==> src/spmf_pkg.sv <==
// Shared types and codes for the strict priority multi-queue unit.
package spmf_pkg;

    // Field widths fixed by the item formats
    localparam int WORD_W  = 32;
    localparam int LVL_W   = 3;
    localparam int STAT_W  = 3;
    localparam int NLVL_W  = 4;

    // Operation codes
    localparam logic FUNC_ENQ = 1'b0;
    localparam logic FUNC_DEQ = 1'b1;

    // Result status codes
    localparam logic [STAT_W-1:0] STAT_ENQ      = 3'd0;
    localparam logic [STAT_W-1:0] STAT_DEQ      = 3'd1;
    localparam logic [STAT_W-1:0] STAT_BADLEVEL = 3'd2;
    localparam logic [STAT_W-1:0] STAT_EMPTY    = 3'd3;
    localparam logic [STAT_W-1:0] STAT_FULL     = 3'd4;

    // Input beat
    typedef struct packed {
        logic                     func;
        logic signed [WORD_W-1:0] data_in;
        logic [LVL_W-1:0]         level_in;
    } in_item_t;

    // Result beat
    typedef struct packed {
        logic [STAT_W-1:0]        status;
        logic signed [WORD_W-1:0] data_out;
        logic [LVL_W-1:0]         level_out;
    } out_item_t;

    // Command broadcast to every cell
    typedef struct packed {
        logic              exec;
        logic              deq;
        logic [LVL_W-1:0]  level;
        logic [WORD_W-1:0] word;
    } cell_cmd_t;

    // Link passed from one cell to its higher-numbered neighbor
    typedef struct packed {
        logic              taken;
        logic              full;
        logic              hit;
        logic [WORD_W-1:0] word;
        logic [LVL_W-1:0]  level;
    } link_t;

    // Sequencer states
    typedef enum logic [1:0] {
        S_IDLE,
        S_EXEC,
        S_RESP
    } state_t;

endpackage

==> src/strict_priority_multi_fifo_unit.sv <==
// Top level of the strict priority multi-queue unit: sequencer and row of level cells.
//
// Usage: drive cmd and raise start while busy is low; the beat is taken at
// that clock edge. func selects enqueue (data_in goes to the queue of
// level_in) or dequeue (the head of the lowest-numbered non-empty level in
// use is popped). Each beat yields exactly one result beat on rsp, marked by
// done for a single cycle; the receiver cannot stall it, so it must take it.
// At the accepting edge the command is registered; the unit then passes
// through S_EXEC, in which the chosen level cell updates its pointers
// and its queue memory port reads or writes, and S_RESP, in which done is
// high and the result taken from the end of the cell chain is presented.
// busy is high in both states, so no new beat is taken before the result.
// num_levels is written via cfg_we/cfg_data by the user only while the unit is idle;
// the block does not enforce it. Enqueue refuses and dequeue skips levels >= it.
// Reset clears all queues to empty, sets num_levels to 8 and the unit idle.
// Queue memories hold no reset value; only filled slots are ever read.
module strict_priority_multi_fifo_unit #(
    parameter int LEVELS = 8,
    parameter int DEPTH  = 16
) (
    input  logic                         clk,
    input  logic                         rst_n,
    input  logic                         start,
    output logic                         busy,
    input  spmf_pkg::in_item_t           cmd,
    output logic                         done,
    output spmf_pkg::out_item_t          rsp,
    input  logic                         cfg_we,
    input  logic [spmf_pkg::NLVL_W-1:0]  cfg_data
);
    import spmf_pkg::*;

    localparam int EW = NLVL_W + 1;

    state_t state_reg, state_next;
    in_item_t cmd_reg;
    logic [NLVL_W-1:0] num_levels_reg;
    logic [STAT_W-1:0] status_reg, status_next;
    logic [EW-1:0] eff_count;
    logic bad_level;
    logic exec;
    cell_cmd_t cell_cmd;
    link_t links [LEVELS + 1];
    logic [LEVELS-1:0] hit_vec;

    // Next state
    always_comb
    begin
        state_next = state_reg;
        case (state_reg)
            S_IDLE:  state_next = start ? S_EXEC : S_IDLE;
            S_EXEC:  state_next = S_RESP;
            S_RESP:  state_next = S_IDLE;
            default: state_next = S_IDLE;
        endcase
    end

    // Sequencer outputs
    always_comb
    begin
        busy = 1'b1;
        exec = 1'b0;
        done = 1'b0;
        case (state_reg)
            S_IDLE:  busy = 1'b0;
            S_EXEC:  exec = 1'b1;
            S_RESP:  done = 1'b1;
            default: busy = 1'b0;
        endcase
    end

    // Hold state and the configured level count
    always_ff @(posedge clk or negedge rst_n)
    begin
        if (!rst_n)
        begin
            state_reg      <= S_IDLE;
            num_levels_reg <= NLVL_W'(8);
        end
        else
        begin
            state_reg <= state_next;
            if (cfg_we)
            begin
                num_levels_reg <= cfg_data;
            end
        end
    end

    // Capture the command beat and the decided status
    always_ff @(posedge clk)
    begin
        if (start && !busy)
        begin
            cmd_reg <= cmd;
        end
        status_reg <= status_next;
    end

    // Broadcast the command to the cells
    always_comb
    begin
        cell_cmd.exec  = exec;
        cell_cmd.deq   = (cmd_reg.func == FUNC_DEQ);
        cell_cmd.level = cmd_reg.level_in;
        cell_cmd.word  = cmd_reg.data_in;
    end

    // Decide status from the chain end during execution
    always_comb
    begin
        eff_count = (EW'(num_levels_reg) > EW'(LEVELS)) ? EW'(LEVELS)
                                                        : EW'(num_levels_reg);
        bad_level = (EW'(cmd_reg.level_in) >= eff_count);
        status_next = status_reg;
        if (exec)
        begin
            if (cmd_reg.func == FUNC_DEQ)
            begin
                status_next = links[LEVELS].taken ? STAT_DEQ : STAT_EMPTY;
            end
            else if (bad_level)
            begin
                status_next = STAT_BADLEVEL;
            end
            else if (links[LEVELS].full)
            begin
                status_next = STAT_FULL;
            end
            else
            begin
                status_next = STAT_ENQ;
            end
        end
    end

    // Row of level cells, level 0 at the head of the chain
    assign links[0] = '0;

    for (genvar i = 0; i < LEVELS; i++)
    begin : g_cell
        spmf_cell #(
            .IDX   (i),
            .DEPTH (DEPTH)
        ) u_cell (
            .clk        (clk),
            .rst_n      (rst_n),
            .cmd        (cell_cmd),
            .num_levels (num_levels_reg),
            .link_in    (links[i]),
            .link_out   (links[i + 1]),
            .hit        (hit_vec[i])
        );
    end

    // Drive the result beat
    always_comb
    begin
        rsp.status    = status_reg;
        rsp.data_out  = (status_reg == STAT_DEQ) ? links[LEVELS].word : '0;
        rsp.level_out = (status_reg == STAT_DEQ) ? links[LEVELS].level : '0;
    end

    // At most one cell pops per command
    a_one_hit: assert property (@(posedge clk) disable iff (!rst_n)
        $onehot0(hit_vec))
        else $error("more than one level popped");

    // A result follows an execution cycle
    a_done_after_exec: assert property (@(posedge clk) disable iff (!rst_n)
        done |-> $past(exec))
        else $error("result without execution");

    // An accepted beat makes the unit busy
    a_accept_busy: assert property (@(posedge clk) disable iff (!rst_n)
        (start && !busy) |=> (busy && exec))
        else $error("accepted beat did not start execution");

    // Only a successful dequeue carries a word
    a_zero_data: assert property (@(posedge clk) disable iff (!rst_n)
        (done && rsp.status != STAT_DEQ) |-> (rsp.data_out == '0 && rsp.level_out == '0))
        else $error("data on a non-dequeue result");

    // A successful dequeue came from exactly one cell
    a_deq_hit: assert property (@(posedge clk) disable iff (!rst_n)
        (done && rsp.status == STAT_DEQ) |-> $onehot(hit_vec))
        else $error("dequeue result without a popped level");

endmodule

==> src/spmf_cell.sv <==
// One priority level: its queue memory, pointers, fill count and chain link.
module spmf_cell #(
    parameter int IDX   = 0,
    parameter int DEPTH = 16
) (
    input  logic                         clk,
    input  logic                         rst_n,
    input  spmf_pkg::cell_cmd_t          cmd,
    input  logic [spmf_pkg::NLVL_W-1:0]  num_levels,
    input  spmf_pkg::link_t              link_in,
    output spmf_pkg::link_t              link_out,
    output logic                         hit
);
    import spmf_pkg::*;

    localparam int PW = (DEPTH > 1) ? $clog2(DEPTH) : 1;
    localparam int CW = $clog2(DEPTH + 1);
    localparam logic [LVL_W-1:0] MY_LEVEL = LVL_W'(IDX);

    logic [WORD_W-1:0] mem [DEPTH];
    logic [WORD_W-1:0] rdata_reg;

    logic [PW-1:0] head_reg, head_next;
    logic [PW-1:0] tail_reg, tail_next;
    logic [CW-1:0] cnt_reg, cnt_next;
    logic          hit_reg, hit_next;

    logic active, match, nonempty, full, wr, rd;

    // Decode this level's role in the current command
    always_comb
    begin
        active   = (IDX < int'(num_levels));
        match    = (IDX < (1 << LVL_W)) && (cmd.level == MY_LEVEL);
        nonempty = (cnt_reg != '0);
        full     = (cnt_reg == CW'(DEPTH));
        wr       = cmd.exec && !cmd.deq && match && active && !full;
        rd       = cmd.exec && cmd.deq && !link_in.taken && active && nonempty;
    end

    // Advance pointers and count
    always_comb
    begin
        head_next = head_reg;
        tail_next = tail_reg;
        cnt_next  = cnt_reg;
        hit_next  = cmd.exec ? rd : hit_reg;
        if (wr)
        begin
            tail_next = (tail_reg == PW'(DEPTH - 1)) ? '0 : tail_reg + 1'b1;
            cnt_next  = cnt_reg + 1'b1;
        end
        if (rd)
        begin
            head_next = (head_reg == PW'(DEPTH - 1)) ? '0 : head_reg + 1'b1;
            cnt_next  = cnt_reg - 1'b1;
        end
    end

    // Hold control state
    always_ff @(posedge clk or negedge rst_n)
    begin
        if (!rst_n)
        begin
            head_reg <= '0;
            tail_reg <= '0;
            cnt_reg  <= '0;
            hit_reg  <= 1'b0;
        end
        else
        begin
            head_reg <= head_next;
            tail_reg <= tail_next;
            cnt_reg  <= cnt_next;
            hit_reg  <= hit_next;
        end
    end

    // Queue storage: write at tail, registered read at head
    always_ff @(posedge clk)
    begin
        if (wr)
        begin
            mem[tail_reg] <= cmd.word;
        end
        if (rd)
        begin
            rdata_reg <= mem[head_reg];
        end
    end

    // Hand priority, full flag and popped word to the next cell
    always_comb
    begin
        link_out.taken = link_in.taken || (active && nonempty);
        link_out.full  = link_in.full || (match && active && full);
        link_out.hit   = link_in.hit || hit_reg;
        link_out.word  = hit_reg ? rdata_reg : link_in.word;
        link_out.level = hit_reg ? MY_LEVEL : link_in.level;
    end

    assign hit = hit_reg;

endmodule

==> config.mk <==
export PLATFORM = sky130hd
export DESIGN_NAME = strict_priority_multi_fifo_unit
export DESIGN_NICKNAME = d
export VERILOG_FILES = /design/src/spmf_pkg.sv /design/src/strict_priority_multi_fifo_unit.sv /design/src/spmf_cell.sv
export SDC_FILE = /design/constraint.sdc
export NUM_CORES = 2
export LEC_CHECK = 0
export BUFFER_PORTS_ARGS = -buffer_cell sky130_fd_sc_hd__clkbuf_2
export CAP_MARGIN = 20
export CORE_MARGIN = 2
export CORE_UTILIZATION = 63
export DETAILED_ROUTE_END_ITERATION = 12
export GPL_ROUTABILITY_DRIVEN = 1
export PLACE_DENSITY = 0.79
export REMOVE_ABC_BUFFERS = 1
export SLEW_MARGIN = 20
export SYNTH_ARGS = -nofsm -noshare
export SYNTH_HDL_FRONTEND = slang
export SYNTH_SLANG_ARGS = --single-unit
==> constraint.sdc <==
create_clock -name clk -period 7 [get_ports clk]
set_input_delay 0.7 -clock clk [delete_from_list [all_inputs] [get_ports clk]]
set_output_delay 0.7 -clock clk [all_outputs]
set_load 0.02 [all_outputs]
; ---- Yosys cells after proc, flatten, opt, wreduce, memory -nomap -nowiden
; Memories as Yosys holds them, arrays and structs flattened. A register that Yosys moved wholly into a read port is not among the register bits.
; Cells that the tools add are included.
[totals]
out_inout_bits = 40
ramBits = 4096
memories = 8
wordCells = 321
inputBits = 44
reg_bits = 157
[memory_table]
columns = memory, words, width, rd, rd_ports_with_merged_regs, wr, line_no
row1 = g_cell[0].u_cell.mem, 16, 32, 1, 1, 1, spmf_cell.sv:20  ; logic [WORD_W-1:0] mem [DEPTH];
row2 = g_cell[1].u_cell.mem, 16, 32, 1, 1, 1, spmf_cell.sv:20
row3 = g_cell[2].u_cell.mem, 16, 32, 1, 1, 1, spmf_cell.sv:20
row4 = g_cell[3].u_cell.mem, 16, 32, 1, 1, 1, spmf_cell.sv:20
row5 = g_cell[4].u_cell.mem, 16, 32, 1, 1, 1, spmf_cell.sv:20
row6 = g_cell[5].u_cell.mem, 16, 32, 1, 1, 1, spmf_cell.sv:20
row7 = 2 more memories, --, --, --, --, --, --
[op_classes]
reduce_logical = 124
add_sub_neg = 32
mux = 75
eq_ne = 34
n_lt_le_gt_ge = 10
[op_table]
columns = operator, n
row1 = 2-to-1 mux 32 bit, 9
row2 = 2-to-1 mux 5 bit, 16
row3 = logical AND 1 bit, 74
row4 = 2-to-1 mux 4 bit, 17
row5 = adder 4 x 1 -> 4 bit (second input constant), 16
row6 = == test 4 bit (second input constant), 16
row7 = adder 5 x 1 -> 5 bit (second input constant), 8
row8 = == test 5 bit (second input constant), 8
row9 = nonzero test 5 bit, 8
row10 = subtractor 5 x 1 -> 5 bit (second input constant), 8
row11 = 2-to-1 mux 3 bit, 8
row12 = 2-to-1 mux 1 bit, 21
row13 = logical NOT 1 bit, 17
row14 = less-than comparator 3 x 4 -> 1 bit (first input constant), 4
row15 = nonzero test 2 bit, 8
row16 = logical OR 1 bit, 14
row17 = == test 3 bit (second input constant), 4
row18 = less-than comparator 1 x 4 -> 1 bit (first input constant), 2
row19 = less-than comparator 2 x 4 -> 1 bit (first input constant), 2
row20 = == test 3 x 1 -> 1 bit (second input constant), 2
row21 = == test 3 x 2 -> 1 bit (second input constant), 2
row22 = 2-to-1 mux 2 bit, 3
row23 = greater-or-equal comparator 3 x 4 -> 1 bit, 1
row24 = > comparator 4 bit (second input constant), 1
row25 = 6 further kinds, 6

; ---- Logic depth before layout (Yosys ltp)
[depth]
ltp_word = 13
mapped_depth = 15
ltp_nobuf = 12

; ---- Cells and area by module
; A second synthesis with hierarchy kept.
[unflattened]
hier_cells = 7980
hier_area_um2 = 175254.3
[modules_own_cells]
columns = module, seq_area_each_um2, cells_per_inst, instances, area_each_um2
row1 = spmf_cell (g_cell[2].u_cell), 16686.0, 998, 1, 21848.5
row2 = spmf_cell (g_cell[0].u_cell), 16686.0, 1002, 1, 21793.4
row3 = spmf_cell (g_cell[6].u_cell), 16686.0, 990, 1, 21753.4
row4 = spmf_cell (g_cell[4].u_cell), 16686.0, 988, 1, 21747.1
row5 = spmf_cell (g_cell[1].u_cell), 16686.0, 987, 1, 21738.3
row6 = spmf_cell (g_cell[5].u_cell), 16686.0, 990, 1, 21735.8
row7 = spmf_cell (g_cell[3].u_cell), 16686.0, 960, 1, 21433.1
row8 = spmf_cell (g_cell[7].u_cell), 16686.0, 954, 1, 21383.0
row9 = strict_priority_multi_fifo_unit, 1322.5, 111, 1, 1821.7

; ---- Worst setup path before layout
; OpenSTA, ideal clock, no wires.
[synth_timing]
kind = register to register
from = register state_reg[1]
to = memory g_cell[6].u_cell.mem[11][0], enable pin
n_path_buf = 2
t_required_ps = 6498
path_slack_ps = 1634
setup_ps = 502
path_stages_with_launch = 9
synth_period_minus_slack_ps = 5366
arrival_ps = 4864
cell_sequence = dfrtp_1 inv_1 ha_1 clkbuf_1 nand2b_1 nor4_1 nand2_1 clkbuf_1 nor4_1
[synth_via]
elab_chain_cells = 8
[synth_lines]
columns = element, line_no
row1 = "start, declared", strict_priority_multi_fifo_unit.sv:35  ; state_t state_reg, state_next;
row2 = "start signal, assigned", strict_priority_multi_fifo_unit.sv:82  ; state_reg <= state_next;
row3 = == test 2 x 1 -> 1 bit, strict_priority_multi_fifo_unit.sv:64  ; case (state_reg)
row4 = 2-to-1 mux 1 bit, strict_priority_multi_fifo_unit.sv:64
row5 = logical AND 1 bit (4 in series), spmf_cell.sv:37  ; wr = cmd.exec && !cmd.deq && match && active && !full;
row6 = 2-to-1 mux 1 bit, spmf_cell.sv:82  ; if (wr)
row7 = 2-to-1 mux 1 bit (not written as such), spmf_cell.sv:84  ; mem[tail_reg] <= cmd.word;
row8 = "end, declared", spmf_cell.sv:20
; No other way between the ends.

==> qor.yml <==
outcome:
  status: "completed"
clock_tree:
  cts_tree: "built"
  cts_root_buffer: "clkbuf_16"
  cts_made_buffers: 425
  cts.sinks: 4509
  clkLatencyLatePin_ns: 1.00
  htree_levels: 5
  cts_resized: 0
  clockBufferDepth: 4
  clkSlewWorstSetupHoldPaths_ns: 0.06
setup_path:
  critPathMaxFanout: 24
  cp_cell_sequence: "nand2b_1 > o2111ai_1 > a211oi_1 > clkbuf_2"
  crit_path_start_kind: "flip-flop"
  crit_arrival_ns: 4.00
  cp.required_ns: 6.30
  r2r_slack_ns: 2.65
  cp_slowest_stage_delay_ns: 1.27
  worst_setup_path_end_kind: "primary output"
  critical_path_class: "flip-flop to primary output"
  critPathSlowestCell: "o2111ai_1"
synth:
  synth-seq-cells: 4509
  yosysUniqueCellTypes: 77
  ys_seq_area_share_pct: 78.3
  mappedNetlistArea_mm2: 0.172
  yosys_warnings: 0
  synth_cells: 7542
  yosys-top-cells-area: "edfxtp_1 (77%), mux4_2 (14%), dfrtp_1 (1.7%)"
  yosys.area.top_type: "edfxtp_1"
  synth_edf_count: 4391
  syn_area_per_cell_um2: 22.8
  synth_top_area_share_pct: 76.6
  synthFlopType: "edfxtp_1"
  postSynth.asyncResetShare_pct: 2.62
route:
  wl_um: 480000
  wl_met1_um: 159000
  drt_iter0_markers: 16100
  antenna_left: 0
  first_pass_iters: 6
  drcViolationCount: 0
  top_layer_used: "met5"
  wl_met2_um: 232000
  wl_per_cell_um: 40.3
  dr_wl_met3_um: 62100
  vias_per_cell: 7.29
  via_count: 86700
grt:
  grt_overflow: 0
  antenna_found_initial: 64
  grt_max_degree: 109
  grt_pass1_vias: 86900
  grt_pass1_wl_um: 674000
  grtUsageTotal_pct: 34.9
power_and_ir_drop:
  p_total_w: 0.0630
  ir_drop_mv: 0.383
  p_leak_nw: 59.8
  power_density_mw_per_mm2: 326
sta:
  period_share_pct: 67.2
  setup_violations: 0
  slew_headroom_pct: 13.2
  hold_viol: 0
  slew_violations: 0
  setup_tns_ns: 0
  tightest_slew_ns: 1.30
  grt_setup_unrepaired: "no"
  fin_worst_skew_ns: 0.0862
  fin_crit_ns: 4.70
  clock.fmax_mhz: 213
layout:
  final_area_mm2: 0.193
  n_fill_cell: 14300
  final_util_pct: 71.2
  layout_common_cells: "edfxtp_1 (4,391), mux4_2 (1,088), clkbuf_16 (427)"
  final_common_cell: "edfxtp_1"
  final_nets: 8074
  largest_reg_flops: 4096
  area_growth_pct: 12.1
  layout-drive-gt1-share_pct: 27.1
place:
  dp_hpwl_um: 249000
  dpl_cell_area_mm2: 0.179
  io_buffer_count: 83
  gp_congestion: 0.951
die:
  die_w_um: 527
  io_pins: 84
  start_util_pct: 63.5
  core_mm2: 0.271
  die_area_mm2: 0.278
  rows: 191
  fp.dieH_um: 527
job:
  maxCapViolCount: 0
hold_path:
  hold_class: "primary input to flip-flop"
## critical path: cells and delay by family, from the launching register on
family	cells	cell delay, ns
buf+inv	1	0.26
flops	1	0.57
simple gates	1	0.62
compound gates	2	1.59
## power by group
part	switching [W]	internal, W	leakage, nW
clock network	0.0104	0.0127	6.58
registers	0.000641	0.0303	41.0
logic	0.00523	0.00372	12.2
total	0.0163	0.0468	59.8
## through the flow
step | cells | hold WS, ns | worst slack, ns
after global placement | 11000 | 0.489 | 2.73
after floorplan | 7133 | 0.404 | -0.907
after global routing | 11900 | 0.0375 | 2.29
after CTS | 11900 | 0.0304 | 1.59
final | 11900 | 0.0746 | 2.30
after detailed placement | 11100 | 0.486 | 2.67
## cells by family (layout without fill, tap and decap cells)
group                    count (synthesis)  after routing  synth area share [%]
flip-flops                            4509           4509                  78.3
multiplexers                          1385           1385                  16.0
AO/OA/AOI/OAI                          571            571                  2.47
buffers and inverters                  482           1234                  1.12
AND/OR/NAND/NOR                        469            469                  1.30
adder cells (fa/ha/maj)                 78             78                 0.602
XOR/XNOR                                48             48                 0.244
other                                    0             26                     0
## worst paths after layout
check | from | to | cells after the start
worst min register to register | g_cell[0].u_cell.cnt_reg[4]$_DFFE_PN0P_ | g_cell[0].u_cell.cnt_reg[4]$_DFFE_PN0P_ | 1
worst min-delay path | cmd[35] | cell_cmd[35]$_DFFE_PP_ | 1
min in group asynchronous | rst_n | g_cell[0].u_cell.head_reg[2]$_DFFE_PN0P_ | 2
worst max-delay path | g_cell[2].u_cell.hit$_DFFE_PN0P_ | rsp[22] | 4
max in group asynchronous | rst_n | g_cell[3].u_cell.head_reg[1]$_DFFE_PN0P_ | 3
worst max register to register | g_cell[2].u_cell.cnt_reg[0]$_DFFE_PN0P_ | g_cell[4].u_cell.cnt_reg[4]$_DFFE_PN0P_ | 11
## what timing repair did
action,CTS,global route
hold buffers,37,0
endpoints found under the hold margin,85,0
buffers inserted,0,0
## synthesized netlist by cell type, types with 3 or more instances
cell          n
a221o_1      24
o22ai_1      34
xnor2_1      38
mux4_2     1088
mux2_2       30
nor2_1      117
a21oi_1      37
ha_1         70
or3_1         5
or4_1         3
and3_1        5
clkinv_1      5
nand4_1      15
a31oi_1       7
nor4_1       21
nand2_1     140
o21ai_0      99
fa_1          8
edfxtp_1   4391
or2_2         4
nor2b_1       8
xor2_1       10
a22o_1        5
a221oi_1    160
a2111oi_0     9
nor3_1       52
inv_1        65
a311oi_1      3
mux2i_1     265
clkbuf_1    261
a211oi_1     34
buf_1        63
nand2b_1     42
and2_1       14
o41ai_1       8
o2111ai_1    25
a21o_1       32
a22oi_1      65
buf_2        83
o31ai_1       8
nand3_1      28
dfrtp_1     117
## layer usage
layer  track usage [%]  up-vias
met5                 0        -
met4              15.4       38
met3              8.20     1291
met2              55.3     7367
met1              47.0    45000
li1                  -    33000
## area by class of cell
cell class / count / area (um2) / share of cell area (%)
tap: 3570 / 4470 / 2.31
antenna: 26 / 65.1 / 0.0337
inverter: 73 / 277 / 0.143
clock inverter: 260 / 2630 / 1.36
clock buffer: 509 / 11000 / 5.68
multi-input combinational: 2551 / 36400 / 18.9
timing repair buffer: 392 / 3350 / 1.74
sequential: 4509 / 135000 / 69.9
Power figures use the tool's default switching activity.
